### config.mk
export PLATFORM = sky130hd
export DESIGN_NAME = lzwc_ctrl
export DESIGN_NICKNAME = d
export VERILOG_FILES = /design/src/design/lzwc_pkg.sv /design/src/design/lzwc_ctrl.sv
export SDC_FILE = /design/constraint.sdc
export NUM_CORES = 1
export LEC_CHECK = 0
export ABC_AREA = 1
export BUFFER_PORTS_ARGS = -buffer_cell sky130_fd_sc_hd__buf_2
export CAP_MARGIN = 20
export CELL_PAD_IN_SITES_DETAIL_PLACEMENT = 1
export CELL_PAD_IN_SITES_GLOBAL_PLACEMENT = 2
export CORE_AREA = 3 3 55 57
export CTS_CLUSTER_DIAMETER = 150
export CTS_CLUSTER_SIZE = 10
export DETAILED_ROUTE_END_ITERATION = 16
export DIE_AREA = 0 0 58 60
export PLACE_DENSITY = 0.76
export SYNTH_ARGS = -nofsm -noshare
export SYNTH_HDL_FRONTEND = slang
export SYNTH_SLANG_ARGS = --single-unit
### constraint.sdc
create_clock -name clk -period 1.36 [get_ports clk]
set_clock_uncertainty 0.05 [all_clocks]
set_input_delay 0.34 -clock clk [delete_from_list [all_inputs] [get_ports clk]]
set_output_delay 0.34 -clock clk [all_outputs]
set_load 0.05 [all_outputs]
### src/design/lzwc_pkg.sv
// Shared types and constants of the 12-bit LZW compressor.
package lzwc_pkg;

	localparam int DICT_SIZE_DEF = 4096;
	localparam int CODE_BITS     = 12;
	localparam int KEY_BITS      = CODE_BITS + 8;
	localparam int ACC_BITS      = CODE_BITS + 7;
	localparam int CNT_BITS      = 5;
	localparam int NFC_BITS      = CODE_BITS + 1;

	localparam logic [CODE_BITS-1:0] CODE_CLR   = 12'd256;
	localparam logic [CODE_BITS-1:0] FIRST_FREE = 12'd257;

	typedef struct packed {
		logic [7:0] in_byte;
		logic       in_last;
	} in_item_t;

	typedef struct packed {
		logic [7:0] out_byte;
		logic       run_end;
		logic       stream_end;
	} out_item_t;

	// Commands from the controller to the datapath
	typedef struct packed {
		logic accept;      // latch the incoming byte, form key and hash slot
		logic first;       // byte becomes the prefix of a new string
		logic tab_rd;      // read hash table at current slot
		logic dict_rd;     // read dictionary at code from hash table
		logic step;        // advance to next probe slot
		logic hit;         // extended string found
		logic miss;        // extended string not found
		logic push_clear;  // pack CLEAR code
		logic push_final;  // pack final prefix code
		logic emit;        // move one whole byte to the output register
		logic pad;         // move the zero-padded tail to the output register
		logic run_end;
		logic stream_end;
		logic restart;     // return to reset state after the last byte
	} cmd_t;

	// Status from the datapath to the controller
	typedef struct packed {
		logic have_prefix;
		logic slot_valid;
		logic key_match;
		logic dict_full;
		logic cnt_ge8;
		logic cnt_ge16;
		logic cnt_is8;
		logic cnt_nz;
		logic out_free;
		logic in_last;     // last flag of the byte on offer
	} sts_t;

endpackage

### src/design/lzwc_ctrl.sv
// Controller state machine: lookup sequencing, code packing and byte emission.
module lzwc_ctrl (
	input  logic          clk,
	input  logic          arst_n,
	input  logic          in_valid,
	output logic          in_ready,
	input  lzwc_pkg::sts_t sts,
	output lzwc_pkg::cmd_t cmd
);
	import lzwc_pkg::*;

	typedef enum logic [2:0] {
		S_IDLE, S_TAB, S_DICT, S_CMP, S_DRAIN
	} state_t;

	state_t state_q;
	logic   last_q, clr_pend_q, fin_pend_q;
	logic   accept, more;

	assign in_ready = (state_q == S_IDLE);
	assign accept   = in_valid && in_ready;
	// further output bytes still owed after the one being emitted
	assign more = clr_pend_q || fin_pend_q || sts.cnt_ge16 || (last_q && !sts.cnt_is8);

	// command decode
	always_comb begin
		cmd = '0;
		cmd.accept = accept;
		cmd.first  = accept && !sts.have_prefix;
		unique case (state_q)
			S_IDLE: begin
			end
			S_TAB:  cmd.tab_rd = 1'b1;
			S_DICT: cmd.dict_rd = 1'b1;
			S_CMP: begin
				if (sts.slot_valid && sts.key_match) cmd.hit = 1'b1;
				else if (sts.slot_valid)             cmd.step = 1'b1;
				else                                 cmd.miss = 1'b1;
			end
			S_DRAIN: begin
				if (sts.cnt_ge8) begin
					cmd.emit       = sts.out_free;
					cmd.run_end    = !more;
					cmd.stream_end = last_q && !more;
				end else if (clr_pend_q) begin
					cmd.push_clear = 1'b1;
				end else if (fin_pend_q) begin
					cmd.push_final = 1'b1;
				end else if (last_q && sts.cnt_nz) begin
					cmd.pad        = sts.out_free;
					cmd.run_end    = 1'b1;
					cmd.stream_end = 1'b1;
				end else begin
					cmd.restart = last_q;
				end
			end
			default: begin
			end
		endcase
	end

	// state and pending flags
	always_ff @(posedge clk or negedge arst_n) begin
		if (!arst_n) begin
			state_q    <= S_IDLE;
			last_q     <= 1'b0;
			clr_pend_q <= 1'b0;
			fin_pend_q <= 1'b0;
		end else begin
			unique case (state_q)
				S_IDLE: begin
					// the last flag and final-code request are taken with the item
					if (accept) begin
						last_q     <= sts.in_last;
						fin_pend_q <= sts.in_last;
						clr_pend_q <= 1'b0;
						state_q    <= sts.have_prefix ? S_TAB : S_DRAIN;
					end
				end
				S_TAB:  state_q <= S_DICT;
				S_DICT: state_q <= S_CMP;
				S_CMP: begin
					if (cmd.step) begin
						state_q <= S_TAB;
					end else begin
						clr_pend_q <= cmd.miss && sts.dict_full;
						state_q    <= S_DRAIN;
					end
				end
				S_DRAIN: begin
					if (cmd.push_clear) clr_pend_q <= 1'b0;
					if (cmd.push_final) fin_pend_q <= 1'b0;
					if (!sts.cnt_ge8 && !clr_pend_q && !fin_pend_q &&
					    !(last_q && sts.cnt_nz))
						state_q <= S_IDLE;
				end
				default: state_q <= S_IDLE;
			endcase
		end
	end

endmodule

==> flow_metrics.py <==
metrics = {
    "logic_synthesis": {
        "synth_top_area_share_pct": 30.77,
        "ys_top_cells_by_count": "nand2_1 (20), inv_1 (14), nor2_1 (11)",
        "syn_area_um2": 488.0,
        "ys.flop_type": "dfrtp_1",
        "synth_cells": 77,
        "yosysTopAreaCell": "dfrtp_1",
        "syn_avg_cell_area_um2": 6.337,
        "synth.distinct_cells": 19,
        "synth_most_common_cell": "nand2_1",
        "syn_nets": 90,
        "yosysWarningCount": 0,
        "ys_ff_latch": 6,
        "seq_area_frac_synth_pct": 30.77,
        "netlist_top_cells_area": "dfrtp_1 (31%), nand2_1 (15%), inv_1 (11%), nor2_1 (8.5%), nand3_1 (6.2%)",
        "async_reset_ff_share_pct": 100.0,
        "synth-edff-count": 0,
    },
    "clock_tree": {
        "clkLatencyLatePin_ps": 250,
        "htreeDepth": 1,
        "cts_buffers": 3,
        "clkTransAtPathRegs_ps": 60,
        "cts-root-buf": "clkbuf_4",
        "clockBufferDepth": 2,
        "cts.sinks": 6,
        "cts_tree": "yes",
    },
    "floorplanning": {
        "io_pins": 28,
        "die_w_um": 58,
        "core_area_um2": 2522,
        "num_rows": 18,
        "initial_core_util_pct": 19.35,
        "die_h_um": 60,
        "dieArea_um2": 3480,
    },
    "power_and_ir_drop": {
        "powerDensity_nw_per_um2": 1935,
        "power_mw": 2.621,
        "leakage_nw": 0.6897,
        "vdd_drop_max_mv": 0.9670,
    },
    "sta": {
        "finalCritPeriodShare_pct": 132.1,
        "period_needed_ps": 1796,
        "drv_slew": 0,
        "rsz0062_at_grt": "yes",
        "tightest_slew_ps": 210.2,
        "hold_violations": 0,
        "max_freq_mhz": 556.8,
        "max-slew-margin-rel_pct": 85.88,
        "setup_viol": 19,
        "fin_ws_ps": -436.0,
        "tns_ps": -5792,
    },
    "drt": {
        "drt_iter0_markers": 15,
        "vias_per_cell": 4.341,
        "vias": 764,
        "ant_nets": 0,
        "wl_per_cell_um": 14.23,
        "drt-total-wl_mm": 2.504,
        "drc_errors": 0,
        "drt_pass1_iterations": 4,
    },
    "cells_and_area": {
        "area_growth_pct": 177.7,
        "fillers": 317,
        "antenna_cells": 0,
        "layout.nets": 160,
        "layout-drive-gt1-share_pct": 76.03,
    },
    "grt": {
        "antenna_found_initial": 0,
        "grt_use_total_pct": 15.48,
        "grt_max_degree": 7,
        "grt.overflow.total": 0,
        "grt_pass1_wl_mm": 4.077,
        "grt_pass1_vias": 894,
    },
    "worst_setup_path": {
        "required_ps": 970,
        "end_kind": "primary output",
        "cp_max_fo": 4,
        "cp_cell_sequence": "nor2_4 > nand2_4 > inv_4 > nand2_4 > nor2_4 > buf_8",
        "arrival_ps": 1410,
        "cp_top_family": "simple AND/OR/NAND/NOR gates",
        "start_kind": "flop",
        "slowest_stage": "dfrtp_2",
        "worstSetupPathType": "flop to primary output",
        "slowest_delay_ps": 420,
        "crit_buf_inv": 2,
    },
    "hold_path": {
        "hp-class": "input pin to flop",
    },
    "place": {
        "portBuffers": 27,
        "place_hpwl_mm": 1.669,
        "post-place-ws_ps": -294.3,
        "gp_congestion": 0.7423,
    },
    "outcome": {
        "outcome": "complete, but fails checks",
        "violations": "negative setup slack",
    },
    "flow_run": {
        "drv_cap": 0,
    },
}
## tightest hold or removal path: cells and delay by family
family | cells | cell delay, ps
buffers and inverters | 1 | 80
AND/OR/NAND/NOR | 2 | 100
## layout make-up
type / instances / area, µm² / area share [%]
Timing Repair Buffer: 66 / 604.3 / 44.60
Multi-Input combinational cell: 54 / 452.9 / 33.43
Sequential cell: 6 / 152.6 / 11.26
Inverter: 16 / 81.33 / 6.002
Tap cell: 30 / 37.54 / 2.770
Clock buffer: 4 / 26.28 / 1.939
## through the flow
step | std cells | area [µm²] | util (%) | hold slack (ps)
after floorplan | 77 | 584.3 | - | -5.591
after global placement | 161 | 955.9 | 37.90 | 123.0
after detailed placement | 161 | 955.9 | 37.90 | 137.0
after CTS | 172 | 1246 | 49.40 | 251.1
after global routing | 176 | 1355 | 53.72 | 265.7
final | 176 | 1355 | 53.72 | 260.6
## repair_timing
item | 4_1_cts | 5_1_grt
endpoints found under the hold margin | 6 | 0
buffers inserted | 6 | 7
resized for setup | 59 | 24
hold buffers | 1 | 0
setup endpoints to repair | 17 | 19
pin swaps | 11 | 11
## metal layers
metal | part of all wire (%) | vias up | global-route usage (%)
met3 | 3.6 | 0 | 4.536
li1 | - | 379 | -
met5 | 0 | - | 0
met4 | 0 | 0 | 1.656
met2 | 60 | 13 | 30.32
met1 | 37 | 372 | 16.80
## path summary, 6_finish.rpt
kind | end | slack [ps] | from | cells past startpoint
min in group asynchronous | state_q[2] | 410 | arst_n | 2
max in group asynchronous | state_q[1] | 680 | arst_n | 2
hold / removal | fin_pend_q | 260 | sts[0] | 3
hold reg to reg | fin_pend_q | 620 | fin_pend_q | 3
setup / recovery | cmd[1] | -440 | state_q[1] | 6
setup reg to reg | clr_pend_q | -170 | state_q[1] | 10
## cells by family (layout without fill, tap and decap cells)
kind of cell / count (synthesis) / in the layout / share of synthesized area [%]
compound gates: 5 / 5 / 5.898
buf+inv: 17 / 86 / 13.85
flops: 6 / 6 / 30.77
simple gates: 49 / 49 / 49.49
## power breakdown
part           leakage [nW]  internal (mW)  switching (mW)
sequential           0.0747          0.253          0.0824
combinational         0.600           1.02            1.07
clock                0.0150          0.112          0.0795
total                 0.690           1.39            1.24
## cells in the final DEF (no fill, tap or decap), drive strengths merged
cell type,instances
buf,65
nand2,22
nor2,13
inv,13
nand3,8
dfrtp,6
clkbuf,4
nor3,3
clkinvlp,3
o21ai,3
o211ai,1
nor4,1
nor3b,1
or2,1
o22ai,1
dlygate4sd3,1
## sequential cells by signal (all words and copies together), names as in the netlist
| signal | count |
|---|---|
| state_q | 3 |
| last_q | 1 |
| fin_pend_q | 1 |
| clr_pend_q | 1 |
No activity file was read; power rests on OpenSTA's default activity.
